[src/rtl/text_console_character_engine_macros.svh]
// Assertion helpers for the console RTL, included by tcce_back.
// Both sample on clk_i; the first one is muted while rst_ni is low.
`ifndef TEXT_CONSOLE_CHARACTER_ENGINE_MACROS_SVH
`define TEXT_CONSOLE_CHARACTER_ENGINE_MACROS_SVH

`define TCCE_ASSERT(lbl, prop, msg) \
  lbl: assert property (@(posedge clk_i) disable iff (!rst_ni) prop) else $error(msg);

`define TCCE_ASSERT_ANY(lbl, prop, msg) \
  lbl: assert property (@(posedge clk_i) prop) else $error(msg);

`endif

[src/rtl/tcce_pkg.sv]
`default_nettype none

package tcce_pkg;

  localparam int ROWS     = 25;
  localparam int COLS     = 80;
  localparam int TAB_STEP = 8;
  localparam int CELLS    = ROWS * COLS;

  localparam int ADDR_W = $clog2(CELLS);
  localparam int CNT_W  = $clog2(CELLS + 1);
  localparam int ROW_W  = 5;
  localparam int COL_W  = 7;
  localparam int CHAR_W = 8;
  localparam int ATTR_W = 8;
  localparam int CELL_W = 16;

  localparam int CFG_IDX_W = 1;

  localparam int CMDQ_DEPTH = 2;
  localparam int OUTQ_DEPTH = 2;

  localparam logic [CHAR_W-1:0] SPACE_CHAR     = 8'h20;
  localparam logic [ATTR_W-1:0] TEXT_ATTR_RST  = 8'd79;
  localparam logic [ATTR_W-1:0] BLANK_ATTR_RST = 8'd15;

  localparam logic [CHAR_W-1:0] CH_BS = 8'd8;
  localparam logic [CHAR_W-1:0] CH_HT = 8'd9;
  localparam logic [CHAR_W-1:0] CH_LF = 8'd10;
  localparam logic [CHAR_W-1:0] CH_FF = 8'd12;
  localparam logic [CHAR_W-1:0] CH_CR = 8'd13;

  typedef enum logic [CFG_IDX_W-1:0] {
    REG_TEXT_ATTR,
    REG_BLANK_ATTR
  } cfg_idx_e;

  typedef enum logic [2:0] {
    OP_PRINT,
    OP_BS,
    OP_TAB,
    OP_NL,
    OP_FF,
    OP_CR,
    OP_READ,
    OP_READ_NONE
  } op_e;

  typedef struct packed {
    op_e               op;
    logic [CHAR_W-1:0] char_code;
    logic [ROW_W-1:0]  row;
    logic [COL_W-1:0]  col;
  } cmd_t;

  typedef struct packed {
    logic [CELL_W-1:0] cell_val;
    logic [ROW_W-1:0]  row;
    logic [COL_W-1:0]  col;
  } res_t;

  typedef struct packed {
    logic [ATTR_W-1:0] text_attr;
    logic [ATTR_W-1:0] blank_attr;
  } attr_t;

  typedef logic [COLS-1:0][COL_W-1:0] tab_tbl_t;

  // Next tab stop for every column, clamped at the last column.
  function automatic tab_tbl_t build_tab();
    tab_tbl_t t;
    int       n;
    for (int i = 0; i < COLS; i++) begin
      n = (i / TAB_STEP + 1) * TAB_STEP;
      if (n > COLS - 1) n = COLS - 1;
      t[i] = COL_W'(n);
    end
    return t;
  endfunction

  localparam tab_tbl_t TAB_TBL = build_tab();

endpackage

`default_nettype wire

[src/rtl/tcce_cmdq.sv]
`default_nettype none

module tcce_cmdq (
  input  wire             clk_i,
  input  wire             rst_ni,
  input  wire             push_i,
  input  tcce_pkg::cmd_t  data_i,
  output logic            full_o,
  input  wire             pop_i,
  output tcce_pkg::cmd_t  data_o,
  output logic            empty_o
);
  import tcce_pkg::*;

  localparam int PTR_W = (CMDQ_DEPTH > 1) ? $clog2(CMDQ_DEPTH) : 1;
  localparam int QCNT_W = $clog2(CMDQ_DEPTH + 1);

  cmd_t              mem_q [CMDQ_DEPTH];
  logic [PTR_W-1:0]  wr_q, wr_d, rd_q, rd_d;
  logic [QCNT_W-1:0] cnt_q, cnt_d;
  logic              do_push, do_pop;

  assign full_o  = (cnt_q == QCNT_W'(CMDQ_DEPTH));
  assign empty_o = (cnt_q == '0);
  assign do_push = push_i && !full_o;
  assign do_pop  = pop_i && !empty_o;
  assign data_o  = mem_q[rd_q];

  always_comb begin
    wr_d  = wr_q;
    rd_d  = rd_q;
    cnt_d = cnt_q;
    if (do_push) wr_d = (wr_q == PTR_W'(CMDQ_DEPTH - 1)) ? '0 : wr_q + 1'b1;
    if (do_pop)  rd_d = (rd_q == PTR_W'(CMDQ_DEPTH - 1)) ? '0 : rd_q + 1'b1;
    if (do_push && !do_pop) cnt_d = cnt_q + 1'b1;
    else if (do_pop && !do_push) cnt_d = cnt_q - 1'b1;
  end

  always_ff @(posedge clk_i or negedge rst_ni) begin
    if (!rst_ni) begin
      wr_q  <= '0;
      rd_q  <= '0;
      cnt_q <= '0;
    end else begin
      wr_q  <= wr_d;
      rd_q  <= rd_d;
      cnt_q <= cnt_d;
    end
  end

  always_ff @(posedge clk_i) begin
    if (do_push) mem_q[wr_q] <= data_i;
  end

endmodule

`default_nettype wire

[config.mk]
export PLATFORM = sky130hd
export DESIGN_NAME = tcce_cmdq
export DESIGN_NICKNAME = d
export VERILOG_FILES = /design/src/rtl/text_console_character_engine_macros.svh /design/src/rtl/tcce_pkg.sv /design/src/rtl/tcce_cmdq.sv
export SDC_FILE = /design/constraint.sdc
export NUM_CORES = 1
export LEC_CHECK = 0
export ABC_CLOCK_PERIOD_IN_PS = 5700
export BUFFER_PORTS_ARGS = -buffer_cell sky130_fd_sc_hd__buf_2
export CORE_MARGIN = 1.5
export CORE_UTILIZATION = 55
export DETAILED_ROUTE_END_ITERATION = 8
export HOLD_SLACK_MARGIN = 0.05
export PLACE_DENSITY = 0.83
export SLEW_MARGIN = 5
export SYNTH_ARGS = -nofsm -noshare
export SYNTH_HDL_FRONTEND = slang
export SYNTH_SLANG_ARGS = --single-unit
[constraint.sdc]
create_clock -name clk_i -period 5.7 [get_ports clk_i]
set_input_delay 0.855 -clock clk_i [delete_from_list [all_inputs] [get_ports clk_i]]
set_output_delay 0.855 -clock clk_i [all_outputs]
set_load 0.03 [all_outputs]
==> summary.txt <==
Placed design
  – Port Buffers: 51
  – Placer's final routability congestion estimate: 0.703
  – DP HPWL: 1930 microns
  – Worst slack at placement: 3210 ps

GRT
  – Largest net degree at the start of global routing: 24
  – First-pass GRT wire length: approximately 4400 microns
  – Initial antenna violation count: 0
  – Remaining global-route overflow: 0
  – Global-route usage over all layers: 0.155
  – Vias in the first global route: 990

Power
  – Clock network power share: 0.118
  – Internal power: 0.758 mW
  – Pwr dens: 528 nW/um^2
  – Reg power frac: 0.462
  – Worst VDD drop: 419 uV
  – Final Total Pwr: 1.20 mW
  – Combinational power share: 0.420
  – Switch Pwr: about 0.45 mW
  – Pleak: 0.936 nW
  – Switching share of total power: 0.370

Logic synthesis
  – Count leader, synth: edfxtp_1
  – Avg Synthesized Cell Area: 21.5 sq um
  – Mapped Cells: 91
  – FF+latch count, synth: 50
  – Syn. warnings: 0
  – Post-synthesis async set-or-reset flop share: 0.0800
  – Netlist cell types: 15
  – Ys flop type: edfxtp_1
  – Post-synthesis cell area: a little under 2000 sq um
  – Sequential share of the synthesized area: 0.756
  – Post-synth top area share: 0.705
  – Area contributors post-synth: edfxtp_1, mux2_4, dfrtp_1
  – Biggest area consumer among synthesized cells: edfxtp_1
  – Post-synth EDFFs: 46
  – Syn nets: 119
  – Synth cell count leaders: edfxtp_1, mux2_4, dfrtp_1, mux2_2

Timing
  – Final period util: 0.502
  – Clk_skew: 8.37 ps
  – Setup TNS: 0 ps
  – Max Fclk: 349 MHz
  – Least-Margin Pin Slew: 1150 ps
  – Final setup vio count: 0
  – Fin. Hold Viols: 0
  – RSZ-0062 raised after global routing: false
  – Post-route worst setup slack: 2840 ps
  – Minimum hold slack: about 290 ps
  – Max-slew headroom: 0.234
  – Max Slew Vio Count: 0
  – Post-route minimum period: 2860 ps

Worst setup path
  – Kind of critical path: register to output pin
  – Crit. End Element: output pin
  – CP max stage delay: roughly 730 ps
  – Startpoint Class: register
  – Critical Path RT: between 4000 and 5000 ps
  – CP max stage cell: dfrtp_1
  – Cell Chain, Critical Path: buf_4 > mux2_2 > buf_2
  – Critical Path Fanout Max: 14
  – WP data arrival: 2010 ps

CTS
  – CTS Hold Bufs: 0
  – Post-CTS Setup Bufs: 0
  – Max Buffers Root-to-Sink: 2
  – Clock Latency Late Sink: 350 ps
  – Clock transition at path regs: ~120 ps
  – Clock Tree Root: clkbuf_4
  – Post-CTS sizing: 0
  – Sink Count: 50
  – H-tree depth: 2
  – Num CTS Buffers: 5
  – CTS tree: yes

Floorplan
  – Ports: 52
  – Num rows: 21
  – DIE AREA: 3930 sq um
  – Die W: 62.7 microns
  – Core box area: 3390 sq um
  – Die H: 62.7 microns
  – Initial Utilization: 0.578

Route
  – Via count: between 900 and 1k
  – Post-DRT Antenna Nets: 0
  – Total Wirelength: 2780 microns
  – DR vias/cell: 4.94
  – DRC viols: 0
  – Wire length per cell after detailed routing: 14.3 microns
  – Drt first pass iters: 4
  – DRT iter0 DRCs: 37

Status
  – Status: finished, final reports clean

Layout
  – Layout Area Growth over Synthesis: 16.3%
  – # diodes: 0
  – Layout cells sized above 1: 0.547
  – Final Net Count: 175

Job
  – Max Cap Viol: 0

Min path
  – Worst hold path class: input pin to asynchronous set/reset pin
==> kinds of logic (layout without fill, tap and decap cells) <==
logic type                 Yosys count  after routing  synth area share
adders and majority gates            1              1           0.00638
muxes                               23             23             0.169
buffers and inverters                5             62            0.0300
AOI/OAI and AO/OA                    1              1           0.00255
DFF                                 50             50             0.756
xor gates and xnor gates             5              5            0.0224
and+or+nand+nor                      6              6            0.0141
==> per-layer routing <==
layer	global-route usage	part of all wire
met1	0.162	0.38
met2	0.263	0.51
met3	0.0721	0.085
met4	0.0750	0.018
met5	0	0
==> cells in the final DEF (no fill, tap or decap), drive strengths merged, types with 2 or more instances in the layout <==
master  Yosys  final
dfrtp       4      4
edfxtp     46     46
clkbuf      0      7
buf         3     52
xnor2       3      3
inv         2      2
mux2       23     23
xor2        2      2
nor2        3      3
==> metrics by stage <==
stage	std cells	instance area (sq um)	util
after floorplan	91	1960	-
after global placement	186	2230	0.658
after detailed placement	186	2230	0.658
after CTS	194	2280	0.673
after global routing	194	2280	0.673
final	194	2280	0.673
==> registers in the layout (all words and copies together), names as in the netlist <==
register / count
cnt_q: 2
wr_q: 1
rd_q: 1
mem_q: 46
==> area by class of cell <==
cell class,instances,area (sq um)
flip-flops and latches,50,1480
repair buffers,52,263
well taps,46,57.6
multi-input cells,36,422
clock inverters,1,3.75
inverters,2,7.51
fillers,232,1110
clock buffers,7,45.0
==> final timing paths <==
check,from,to,slack [ps],cells past startpoint
max,rd_q,data_o[1],2840,3
min,rst_ni,rd_q,290,1
max reg2reg,cnt_q[0],mem_q[0][13],3700,3
min reg2reg,wr_q,wr_q,520,1
max in group asynchronous,rst_ni,wr_q,5290,1
min in group clk_i,wr_q,wr_q,520,1
==> critical path, delay by kind of cell, from the launching register on <==
| family | cells | cell delay [ps] |
|---|---|---|
| DFF | 1 | 730 |
| buffers and inverters | 2 | 550 |
| muxes | 1 | 380 |
==> power groups by stage <==
stage               clock network (mW)  logic [mW]  registers (mW)
finish                           0.143       0.505           0.556
global route                     0.161       0.536           0.567
CTS                              0.149       0.513           0.557
detailed placement                   0       0.511           0.566
global placement                     0       0.502           0.559
floorplan                            0       0.450           0.537
(Power assumes the default switching activity.)
