## src/rtl/text_console_character_engine_macros.svh

```systemverilog
// Assertion helpers for the console RTL, included by tcce_back.
// Both sample on clk_i; the first one is muted while rst_ni is low.
`ifndef TEXT_CONSOLE_CHARACTER_ENGINE_MACROS_SVH
`define TEXT_CONSOLE_CHARACTER_ENGINE_MACROS_SVH

`define TCCE_ASSERT(lbl, prop, msg) \
  lbl: assert property (@(posedge clk_i) disable iff (!rst_ni) prop) else $error(msg);

`define TCCE_ASSERT_ANY(lbl, prop, msg) \
  lbl: assert property (@(posedge clk_i) prop) else $error(msg);

`endif

```

## src/rtl/tcce_pkg.sv

```systemverilog
`default_nettype none

package tcce_pkg;

  localparam int ROWS     = 25;
  localparam int COLS     = 80;
  localparam int TAB_STEP = 8;
  localparam int CELLS    = ROWS * COLS;

  localparam int ADDR_W = $clog2(CELLS);
  localparam int CNT_W  = $clog2(CELLS + 1);
  localparam int ROW_W  = 5;
  localparam int COL_W  = 7;
  localparam int CHAR_W = 8;
  localparam int ATTR_W = 8;
  localparam int CELL_W = 16;

  localparam int CFG_IDX_W = 1;

  localparam int CMDQ_DEPTH = 2;
  localparam int OUTQ_DEPTH = 2;

  localparam logic [CHAR_W-1:0] SPACE_CHAR     = 8'h20;
  localparam logic [ATTR_W-1:0] TEXT_ATTR_RST  = 8'd79;
  localparam logic [ATTR_W-1:0] BLANK_ATTR_RST = 8'd15;

  localparam logic [CHAR_W-1:0] CH_BS = 8'd8;
  localparam logic [CHAR_W-1:0] CH_HT = 8'd9;
  localparam logic [CHAR_W-1:0] CH_LF = 8'd10;
  localparam logic [CHAR_W-1:0] CH_FF = 8'd12;
  localparam logic [CHAR_W-1:0] CH_CR = 8'd13;

  typedef enum logic [CFG_IDX_W-1:0] {
    REG_TEXT_ATTR,
    REG_BLANK_ATTR
  } cfg_idx_e;

  typedef enum logic [2:0] {
    OP_PRINT,
    OP_BS,
    OP_TAB,
    OP_NL,
    OP_FF,
    OP_CR,
    OP_READ,
    OP_READ_NONE
  } op_e;

  typedef struct packed {
    op_e               op;
    logic [CHAR_W-1:0] char_code;
    logic [ROW_W-1:0]  row;
    logic [COL_W-1:0]  col;
  } cmd_t;

  typedef struct packed {
    logic [CELL_W-1:0] cell_val;
    logic [ROW_W-1:0]  row;
    logic [COL_W-1:0]  col;
  } res_t;

  typedef struct packed {
    logic [ATTR_W-1:0] text_attr;
    logic [ATTR_W-1:0] blank_attr;
  } attr_t;

  typedef logic [COLS-1:0][COL_W-1:0] tab_tbl_t;

  // Next tab stop for every column, clamped at the last column.
  function automatic tab_tbl_t build_tab();
    tab_tbl_t t;
    int       n;
    for (int i = 0; i < COLS; i++) begin
      n = (i / TAB_STEP + 1) * TAB_STEP;
      if (n > COLS - 1) n = COLS - 1;
      t[i] = COL_W'(n);
    end
    return t;
  endfunction

  localparam tab_tbl_t TAB_TBL = build_tab();

endpackage

`default_nettype wire

```

## src/rtl/tcce_front.sv

```systemverilog
`default_nettype none

module tcce_front (
  input  wire                   clk_i,
  input  wire                   rst_ni,
  input  wire                   push_i,
  output logic                  full_o,
  input  wire                   func_i,
  input  wire [7:0]             char_code_i,
  input  wire [4:0]             read_row_i,
  input  wire [6:0]             read_col_i,
  input  wire                   hold_i,
  output tcce_pkg::cmd_t        cmd_o,
  output logic                  cmd_vld_o,
  input  wire                   cmd_full_i
);
  import tcce_pkg::*;

  logic vld_q, vld_d;
  cmd_t cmd_q, cmd_d;
  logic accept, fwd;

  assign fwd    = vld_q && !cmd_full_i;
  assign full_o = hold_i || (vld_q && cmd_full_i);
  assign accept = push_i && !full_o;

  // Classify the word.
  always_comb begin
    cmd_d.char_code = char_code_i;
    cmd_d.row       = read_row_i;
    cmd_d.col       = read_col_i;
    if (func_i) begin
      if ((read_row_i < ROW_W'(ROWS)) && (read_col_i < COL_W'(COLS))) cmd_d.op = OP_READ;
      else cmd_d.op = OP_READ_NONE;
    end else begin
      unique case (char_code_i)
        CH_BS:   cmd_d.op = OP_BS;
        CH_HT:   cmd_d.op = OP_TAB;
        CH_LF:   cmd_d.op = OP_NL;
        CH_FF:   cmd_d.op = OP_FF;
        CH_CR:   cmd_d.op = OP_CR;
        default: cmd_d.op = OP_PRINT;
      endcase
    end
  end

  always_comb begin
    vld_d = vld_q;
    if (fwd || !vld_q) vld_d = accept;
  end

  always_ff @(posedge clk_i or negedge rst_ni) begin
    if (!rst_ni) begin
      vld_q <= 1'b0;
    end else begin
      vld_q <= vld_d;
    end
  end

  always_ff @(posedge clk_i) begin
    if (accept) cmd_q <= cmd_d;
  end

  assign cmd_o     = cmd_q;
  assign cmd_vld_o = vld_q;

endmodule

`default_nettype wire

```

## config.mk

```make
export PLATFORM = sky130hd
export DESIGN_NAME = tcce_front
export DESIGN_NICKNAME = d
export VERILOG_FILES = /design/src/rtl/text_console_character_engine_macros.svh /design/src/rtl/tcce_pkg.sv /design/src/rtl/tcce_front.sv
export SDC_FILE = /design/constraint.sdc
export NUM_CORES = 1
export LEC_CHECK = 0
export BUFFER_PORTS_ARGS = -buffer_cell sky130_fd_sc_hd__buf_2
export CELL_PAD_IN_SITES_DETAIL_PLACEMENT = 1
export CELL_PAD_IN_SITES_GLOBAL_PLACEMENT = 2
export CORE_MARGIN = 2
export CORE_UTILIZATION = 28
export DETAILED_ROUTE_END_ITERATION = 12
export GPL_TIMING_DRIVEN = 0
export PLACE_DENSITY_LB_ADDON = 0.3
export SYNTH_ARGS = -nofsm -noshare
export SYNTH_HDL_FRONTEND = slang
export SYNTH_SLANG_ARGS = --single-unit
```

## constraint.sdc

```tcl
create_clock -name clk_i -period 3.75 [get_ports clk_i]
set_clock_uncertainty 0.1 [all_clocks]
set_input_delay 0.375 -clock clk_i [delete_from_list [all_inputs] [get_ports clk_i]]
set_output_delay 0.375 -clock clk_i [all_outputs]
set_load 0.03 [all_outputs]
```

==> flow_summary.toml, run 1 <==
[yosys]
yosysSeqAreaShare_pct = 84.99
yosysTopAreaCell = "edfxtp_1"
synth_seq_cells = 24
syn_nets = 68
yosys-top-cells-area = "edfxtp_1 82%, dfrtp_1 3.0%, nand2b_1 3.0%, o31ai_2 3.0%, mux2_2 1.3%"
synth_top_area_share_pct = 82.02
synth_cell_type_count = 14
synth_warnings = 0
synth_area_per_cell_sq_um = 20.05
netlist_area_sq_um = 842.1
syn_inst = 42

[pwr]
pwr-share-comb_pct = 14.2
p_per_area_nw_per_um2 = 416.7
internal_power_uw = 371.2
power_uw = 494.3
power_switching_uw = 123.1
p_leak_nw = 0.4937
seq_power_share_pct = 62.8
clkPwrFrac_pct = 23.0
ir_drop_v = 0.0001273
swShare_pct = 24.91

[global_routing]
grt_overflow = 0
grt_max_degree = 18
antenna_found_initial = 0
grt_use_met3_pct = 3.956
first_global_vias = 577
grtUsageMet1_pct = 11.41
grt_pass1_wl_microns = 2628
grt_usage_pct = 10.94
top_usage_layer = "met2"
grtUsageMet2_pct = 18.10

[layout]
area_growth_pct = 40.86
fillers = 325
nNetsFinal = 125
final_cell_mix = "50 x buf_2, 23 x edfxtp_1, 4 x nand2b_1"
multi_input_area_sq_um = 126.4
fin_cells = 129
insertedDiodeCount = 0
layout_commonest_cell = "buf_2"
seq_area_sq_um = 715.7
stdcell_area_sq_um = 1186
finish.utilization_pct = 42.28
drive_above_1_share_pct = 60.20

[setup_path]
worstSetupPathType = "reg2out"
crit_required_ns = 3.27
crit_path_cell_trace = "nand2_1, nand2b_1, buf_2"
cp-end-kind = "primary output"
start_kind = "register"
arrival_ns = 1.03
slowest_stage = "dfrtp_1"
cpPeakStageDelay_ns = 0.42
path_delay_family = "flip-flops"
path_max_fanout = 3
cp_num_buf_inv = 1

[place]
gp_congestion = 0.6147
dp_cells = 124
place_area_sq_um = 1150
port_buffers = 50
dp_hpwl_microns = 1430
place_ws_ns = 2.086

[clock_network]
htree_levels = 1
root_buffer = "clkbuf_4"
cts_tree = "yes"
clockBufferDepth = 2
cts_buffers = 3
cts_sinks = 24
cts_resized = 0
clkTransAtPathRegs_ns = 0.12
worstSkewPairLatency_ns = 0.30

[routing]
vias = 575
drtAntennaViolNets = 0
firstDrtPassIters = 7
drc_errors = 5
wl_microns = 1793
wire_per_inst_microns = 13.90
routed_via_density = 4.457
first_iter_violations = 12

[sta]
setup_viol_count_final = 0
hold_viol_final = 0
maxSlewViolCount = 0
rsz0062_at_grt = "no"
fmax_ghz = 0.6639
tns_ns = 0
worst_pin_slew_ns = 0.4495
timing.final.ws_setup_ns = 2.244
holdWs_ns = 0.1398
min_period_ns = 1.506
finalCritPeriodShare_pct = 40.16
slew_headroom_pct = 70.03

[hold_path]
hp-class = "in2reg"

[run_status]
outcome = "finished, violations left"
violations = "DRC"

[floorplanning]
ios = 51
coreArea_sq_um = 2805
die_h_microns = 58.84
die_w_microns = 58.84
start_util_pct = 30.02
die_area_sq_um = 3462
row_count = 19

[job]
cap_violations = 0
==> cells by family after synthesis <==
kind of cell / share of synthesized area, %
AOI/OAI and AO/OA: 5.794
and+or+nand+nor: 6.388
muxes: 1.337
buffers and inverters: 0.4453
DFF: 84.99
xor gates and xnor gates: 1.040
==> metal layers <==
metal	part of all wire (%)	vias up
met5	0	-
met4	1.3	0
met3	12	2
met2	52	31
met1	35	267
li1	-	275
==> synthesized netlist by cell type <==
master	n
edfxtp_1	23
nand2b_1	4
nand2_1	2
o21ai_0	2
o31ai_2	2
a21oi_1	1
dfrtp_1	1
inv_1	1
mux2_2	1
nand3_1	1
nor3_1	1
o22a_1	1
or4_4	1
xnor2_1	1
==> worst paths after layout <==
kind	startpoint	to	slack [ns]	depth (start not counted)
worst max-delay path	cmd_vld_o	full_o	2.24	3
worst min-delay path	read_col_i[1]	cmd_o[1]	0.14	1
worst max register to register	cmd_vld_o	cmd_o[1]	2.31	2
worst min register to register	cmd_vld_o	cmd_vld_o	0.45	2
max in group asynchronous	rst_ni	cmd_vld_o	3.21	2
min in group asynchronous	rst_ni	cmd_vld_o	0.25	2
==> worst register-to-register path: stages, from the launching register on <==
cell	delay (ns)
dfrtp_1	0.42
a21oi_2	0.40
buf_8	0.24
==> sequential cells by signal (all words and copies together) (netlist names) <==
register / cells
cmd_vld_o: 1
cmd_o: 23
==> what timing repair did <==
item,CTS,global route
hold buffers,1,0
hold endpoints to repair,1,0
endpoints found under the setup margin,0,0
buffers inserted,0,0
==> power by group through the flow <==
stage               Clock, mW  Sequential, mW  Combinational (mW)
finish                  0.114           0.310              0.0701
global route            0.130           0.312              0.0757
CTS                     0.122           0.311              0.0715
detailed placement          0           0.317              0.0706
global placement            0           0.317              0.0666
floorplan                   0           0.341              0.0142
==> cell type report <==
cell class              count  area share (%)
clock buffers               3           1.899
clock inverters             1          0.3165
inverters                   1          0.3165
multi-input cells          17           10.65
flip-flops and latches     24           60.34
well taps                  31           3.270
repair buffers             52           23.21
Power figures use the tool's default switching activity.
==> run 2, diff against run 1 <==
--- a/config.mk
+++ b/config.mk
@@ -9,7 +9,7 @@
 export CELL_PAD_IN_SITES_DETAIL_PLACEMENT = 1
 export CELL_PAD_IN_SITES_GLOBAL_PLACEMENT = 2
 export CORE_MARGIN = 2
-export CORE_UTILIZATION = 28
+export CORE_UTILIZATION = 24
 export DETAILED_ROUTE_END_ITERATION = 12
 export GPL_TIMING_DRIVEN = 0
 export PLACE_DENSITY_LB_ADDON = 0.3
==> constraint.sdc (replaced) <==
create_clock -name clk_i -period 1.33 [get_ports clk_i]
set_clock_uncertainty 0.1 [all_clocks]
set_input_delay 0.133 -clock clk_i [delete_from_list [all_inputs] [get_ports clk_i]]
set_output_delay 0.133 -clock clk_i [all_outputs]
set_load 0.03 [all_outputs]
==> run 2 against run 1 <==
- the run ends with setup timing left
- flip-flop and latch count did not move
- core utilization up 2.5 points
- first-iteration DRC count grew 58%
- final cell count up 29%
- non-clock buffer count up 22
- wire length increased by 11%
- register-to-register slack got worse by 2.2 ns
- sequential power grew to 2.8 times the previous value
==> flow_summary.toml, run 2 (synthesis results as in run 1) <==
[setup_path]
crit_required_ns = 1.10
start_kind = "register"
worstSetupPathType = "reg2out"
path_max_fanout = 4
reg2reg_from = "cmd_vld_o"
crit_end = "full_o"
arrival_ns = 1.10
rrSetupSlack_ns = 0.14
r2r_cells = 2
cp-end-kind = "primary output"
r2r-end = "cmd_o[20]"
crit_start = "cmd_vld_o"

[place]
place_ws_ns = -0.2124
port_buffers = 50
dp_hpwl_microns = 1374
dp_cells = 138
gp_congestion = 0.6315

[global_routing]
grt_overflow = 0
top_usage_layer = "met2"
grt_usage_pct = 10.11
grt_pass1_wl_microns = 3084
grtUsageMet1_pct = 11.64
antenna_found_initial = 0
grt_use_met3_pct = 4.286
grt_max_degree = 15
grtUsageMet2_pct = 17.82
first_global_vias = 652

[routing]
wl_microns = 1991
drc_errors = 0
drtAntennaViolNets = 0
firstDrtPassIters = 3
wire_per_inst_microns = 11.92
vias = 667
first_iter_violations = 19
routed_via_density = 3.994

[clock_network]
cts_tree = "yes"
worstSkewPairLatency_ns = 0.31
clkTransAtPathRegs_ns = 0.14
htree_levels = 1
root_buffer = "clkbuf_4"
cts_buffers = 3
clockBufferDepth = 2
cts_sinks = 24

[floorplanning]
die_w_microns = 63.24
die_area_sq_um = 3999
start_util_pct = 25.04
ios = 51
coreArea_sq_um = 3363
row_count = 21
die_h_microns = 63.24

[run_status]
outcome = "finished, violations left"
violations = "setup timing"

[layout]
area_growth_pct = 78.90
fin_cells = 167
final_cell_mix = "48 x buf_2, 23 x edfxtp_1, 22 x dlygate4sd3_1"
nNetsFinal = 148
insertedDiodeCount = 0
drive_above_1_share_pct = 52.89
layout_commonest_cell = "buf_2"
largest_reg_flops = 23
finish.utilization_pct = 44.79
fillers = 362

[job]
cap_violations = 0

[sta]
maxSlewViolCount = 0
worst_pin_slew_ns = 0.2627
finalCritPeriodShare_pct = 100.1
slew_headroom_pct = 82.48
hold_viol_final = 0
fmax_ghz = 0.7511
rsz0062_at_grt = "yes"
min_period_ns = 1.331
holdWs_ns = 0.02711
timing.final.ws_setup_ns = -0.001429
setup_viol_count_final = 1

[pwr]
p_per_area_nw_per_um2 = 1112
p_leak_nw = 0.6123
power_mw = 1.675
ir_drop_v = 0.0008756

[hold_path]
hold_path.startpoint = "cmd_full_i"
hp-class = "in2reg"
## run 2: critical path, stage by stage (launching register included)
cell and delay [ns]:
dfrtp_2 0.49, nand2_2 0.08, nand2b_1 0.07, buf_6 0.14
## run 2: area by class of cell
type	count	area, sq um	share of cell area [%]
multi-input combinational	18	152.6	10.13
clock buffer	3	22.52	1.495
clock inverter	1	30.03	1.993
timing repair buffer	74	523.0	34.72
sequential	24	716.9	47.59
tap	46	57.56	3.821
inverter	1	3.754	0.2492
## run 2: through the flow
step / TNS, ns / area, sq um
2_1_floorplan: -2.742 / 854.6
3_3_place_gp: -4.682 / 1162
3_5_place_dp: -4.869 / 1162
4_1_cts: -0.006187 / 1460
5_1_grt: -0.05372 / 1506
6_report: -0.001429 / 1506
## run 2: power by group
part           leakage [nW]  switching [mW]  internal, mW  total [mW]
clock                0.0279           0.221         0.304       0.526
combinational         0.359           0.143         0.126       0.268
sequential            0.225          0.0131         0.868       0.881
## run 2: how the worst min path moves through the flow
stage                      endpoint  depth (start not counted)  slack (ns)
after global routing      cmd_vld_o                          3        0.03
after CTS                 cmd_vld_o                          3        0.02
final                     cmd_vld_o                          3        0.03
after global placement    cmd_vld_o                          1       -0.19
after floorplan           cmd_vld_o                          0       -0.26
after detailed placement  cmd_vld_o                          1       -0.19
## run 2: repair_timing
item	in CTS	in global routing
hold buffers	22	0
buffers inserted	0	2
pin swaps	1	0
resized for setup	4	1
cloned	1	0
endpoints found under the hold margin	21	0
endpoints found under the setup margin	24	16
## run 2: metal layers
metal	part of all wire, %	routed length, microns
met1	42	829
met2	50	1001
met3	7.3	146
met4	0.65	13
met5	0	0
==> run 3, diff against run 2 <==
--- a/config.mk
+++ b/config.mk
@@ -5,11 +5,12 @@
 export SDC_FILE = /design/constraint.sdc
 export NUM_CORES = 1
 export LEC_CHECK = 0
+export ABC_AREA = 1
 export BUFFER_PORTS_ARGS = -buffer_cell sky130_fd_sc_hd__buf_2
 export CELL_PAD_IN_SITES_DETAIL_PLACEMENT = 1
 export CELL_PAD_IN_SITES_GLOBAL_PLACEMENT = 2
 export CORE_MARGIN = 2
-export CORE_UTILIZATION = 24
+export CORE_UTILIZATION = 23
 export DETAILED_ROUTE_END_ITERATION = 12
 export GPL_TIMING_DRIVEN = 0
 export PLACE_DENSITY_LB_ADDON = 0.3
==> run 3 against run 2 <==
- the flow now finishes without violations
- design area shrank 0.50%
- sequential share of layout area is 0.24 points higher
- synthesized cell count up 36%
- sequential power shrank 0.7%
- clock power down 20%
- non-clock buffer count down 1
- flip-flop and latch count unchanged
- core utilization fell by 3.2 points
==> flow_summary.toml, run 3 <==
[setup_path]
slowest_stage = "dfrtp_2"
path_delay_family = "flip-flops"
cp_num_buf_inv = 1
cpPeakStageDelay_ns = 0.41
worstSetupPathType = "reg2out"
reg2reg_from = "cmd_vld_o"
path_max_fanout = 3
cp-end-kind = "primary output"
crit_required_ns = 1.10
r2r_cells = 4
crit_start = "cmd_vld_o"
start_kind = "register"
crit_path_cell_trace = "nand2_2, nand2_4, buf_2"
arrival_ns = 1.02
crit_cells = 3

[floorplanning]
die_area_sq_um = 4225
die_h_microns = 65
coreArea_sq_um = 3606
start_util_pct = 23.73
ios = 51
die_w_microns = 65
row_count = 22

[global_routing]
grt_max_degree = 14
grt_overflow = 0
grt_pass1_wl_microns = 3367
first_global_vias = 737
grt_usage_pct = 10.88
antenna_found_initial = 0

[routing]
routed_via_density = 3.896
drc_errors = 0
first_iter_violations = 19
wire_per_inst_microns = 11.71
drtAntennaViolNets = 0
vias = 713
firstDrtPassIters = 2
wl_microns = 2143

[pwr]
p_per_area_nw_per_um2 = 1043
swShare_pct = 23.80
pwr-share-comb_pct = 17.3
seq_power_share_pct = 56.0
ir_drop_v = 0.0003674
power_switching_uw = 371.9
internal_power_mw = 1.191
p_leak_nw = 0.6449
clkPwrFrac_pct = 26.8

[clock_network]
clkTransAtPathRegs_ns = 0.08
root_buffer = "clkbuf_8"
clockBufferDepth = 2
cts_sinks = 24
cts_tree = "yes"
cts_buffers = 3
htree_levels = 1
worstSkewPairLatency_ns = 0.25

[layout]
nNetsFinal = 162
insertedDiodeCount = 0
final_cell_mix = "49 x buf_2, 23 x edfxtp_1, 22 x dlygate4sd3_1"
area_growth_pct = 75.15
drive_above_1_share_pct = 45.93
fin_cells = 183
finish.utilization_pct = 41.57
largest_reg_flops = 23
layout_commonest_cell = "buf_2"

[yosys]
yosysMostFrequentCell = "edfxtp_1"
synth_warnings = 0
yosys-top-cells-area = "edfxtp_1 81%, nand2_1 5.7%, dfrtp_1 2.9%, inv_1 2.6%, nor2_1 2.2%"
yosys-top-cells-count = "23 x edfxtp_1, 13 x nand2_1, 6 x inv_1"
synth_edf_count = 23
yosysSeqAreaShare_pct = 83.63
synth_cell_type_count = 11
syn_nets = 83
async_flop_share_pct = 4.167
syn_inst = 57
synth_area_per_cell_sq_um = 15.01
netlist_area_sq_um = 855.8
synth_ff_type = "edfxtp_1"
synth_seq_cells = 24
yosysTopAreaCell = "edfxtp_1"
synth_top_area_share_pct = 80.70

[sta]
slew_headroom_pct = 84.13
fmax_ghz = 0.7968
maxSlewViolCount = 0
min_period_ns = 1.255
setup_viol_count_final = 0
finalCritPeriodShare_pct = 94.36
rsz0062_at_grt = "no"
worst_pin_slew_ns = 0.2378
hold_viol_final = 0

[hold_path]
hp-class = "in2reg"
hold_path.startpoint = "cmd_full_i"
min_path_cells = 3

[place]
gp_congestion = 0.7096
dp_cells = 155
port_buffers = 50
dp_hpwl_microns = 1435

[job]
cap_violations = 0

[run_status]
outcome = "complete, no violations"
==> run 3: cell types whose count changed in the layout (fill, tap and decap cells not counted), sizes merged, moves of 2 or more <==
cell    previous run  this run
nand2              2        13
o31ai              2         0
nand2b             4         0
nor2               0         7
inv                1         6
==> run 3: logic make-up after synthesis <==
group	share of synthesized area, %
DFF	83.62
and+or+nand+nor	10.82
buffers and inverters	2.631
AOI/OAI and AO/OA	2.924
==> run 3: layer usage <==
layer	track usage [%]	share of wire [%]	vias to the layer above
li1	-	-	355
met1	12.74	40	329
met2	18.94	53	27
met3	1.389	6.0	2
met4	6.383	1.6	0
met5	0	0	-
==> run 3: worst reg2reg max path, stage by stage, from the launching register on <==
cell and delay (ns):
dfrtp_2 0.41, nand2_2 0.09, nand2_4 0.08, nor2_4 0.15, buf_12 0.14
==> run 3: cell type report <==
| type | instances | area [sq um] |
|---|---|---|
| sequential | 24 | 716.9 |
| clock buffer | 3 | 41.29 |
| inverter | 6 | 22.52 |
| timing repair buffer | 73 | 505.5 |
| multi-input combinational | 28 | 148.9 |
| clock inverter | 1 | 3.754 |
| tap | 48 | 60.06 |
| fill | 408 | 2107 |
==> run 3: stage by stage <==
step	hold WS (ns)	cell area [sq um]	worst slack [ns]	TNS (ns)	power, mW
finish	0.05415	1499	0.07496	0	1.563
CTS	0.05017	1481	0.03444	0	1.570
detailed placement	-0.1883	1185	-0.2323	-5.315	1.092
global route	0.06672	1499	0.001462	0	1.640
global placement	-0.1919	1185	-0.1850	-4.229	1.085
floorplan	-0.2626	874.6	-0.2186	-5.029	1.006
==> run 3: power groups by stage <==
stage	combinational, mW	clock (mW)	sequential, mW
finish	0.270	0.419	0.875
global route	0.293	0.469	0.878
CTS	0.263	0.431	0.876
detailed placement	0.199	0	0.893
global placement	0.194	0	0.892
floorplan	0.0457	0	0.960
==> run 3: worst paths after layout <==
path / endpoint / slack, ns
min in group asynchronous: cmd_vld_o / 0.07
min: cmd_vld_o / 0.05
min reg2reg: cmd_vld_o / 0.46
max in group asynchronous: cmd_vld_o / 0.97
max reg2reg: cmd_o[12] / 0.09
max: full_o / 0.07
==> run 3: timing repair <==
action | 4_1_cts | 5_1_grt
endpoints found under the setup margin | 23 | 12
gates cloned | 1 | 0
resized for setup | 1 | 3
buffers inserted | 1 | 1
pin swaps | 1 | 3
hold endpoints to repair | 22 | 0
hold buffers | 22 | 0
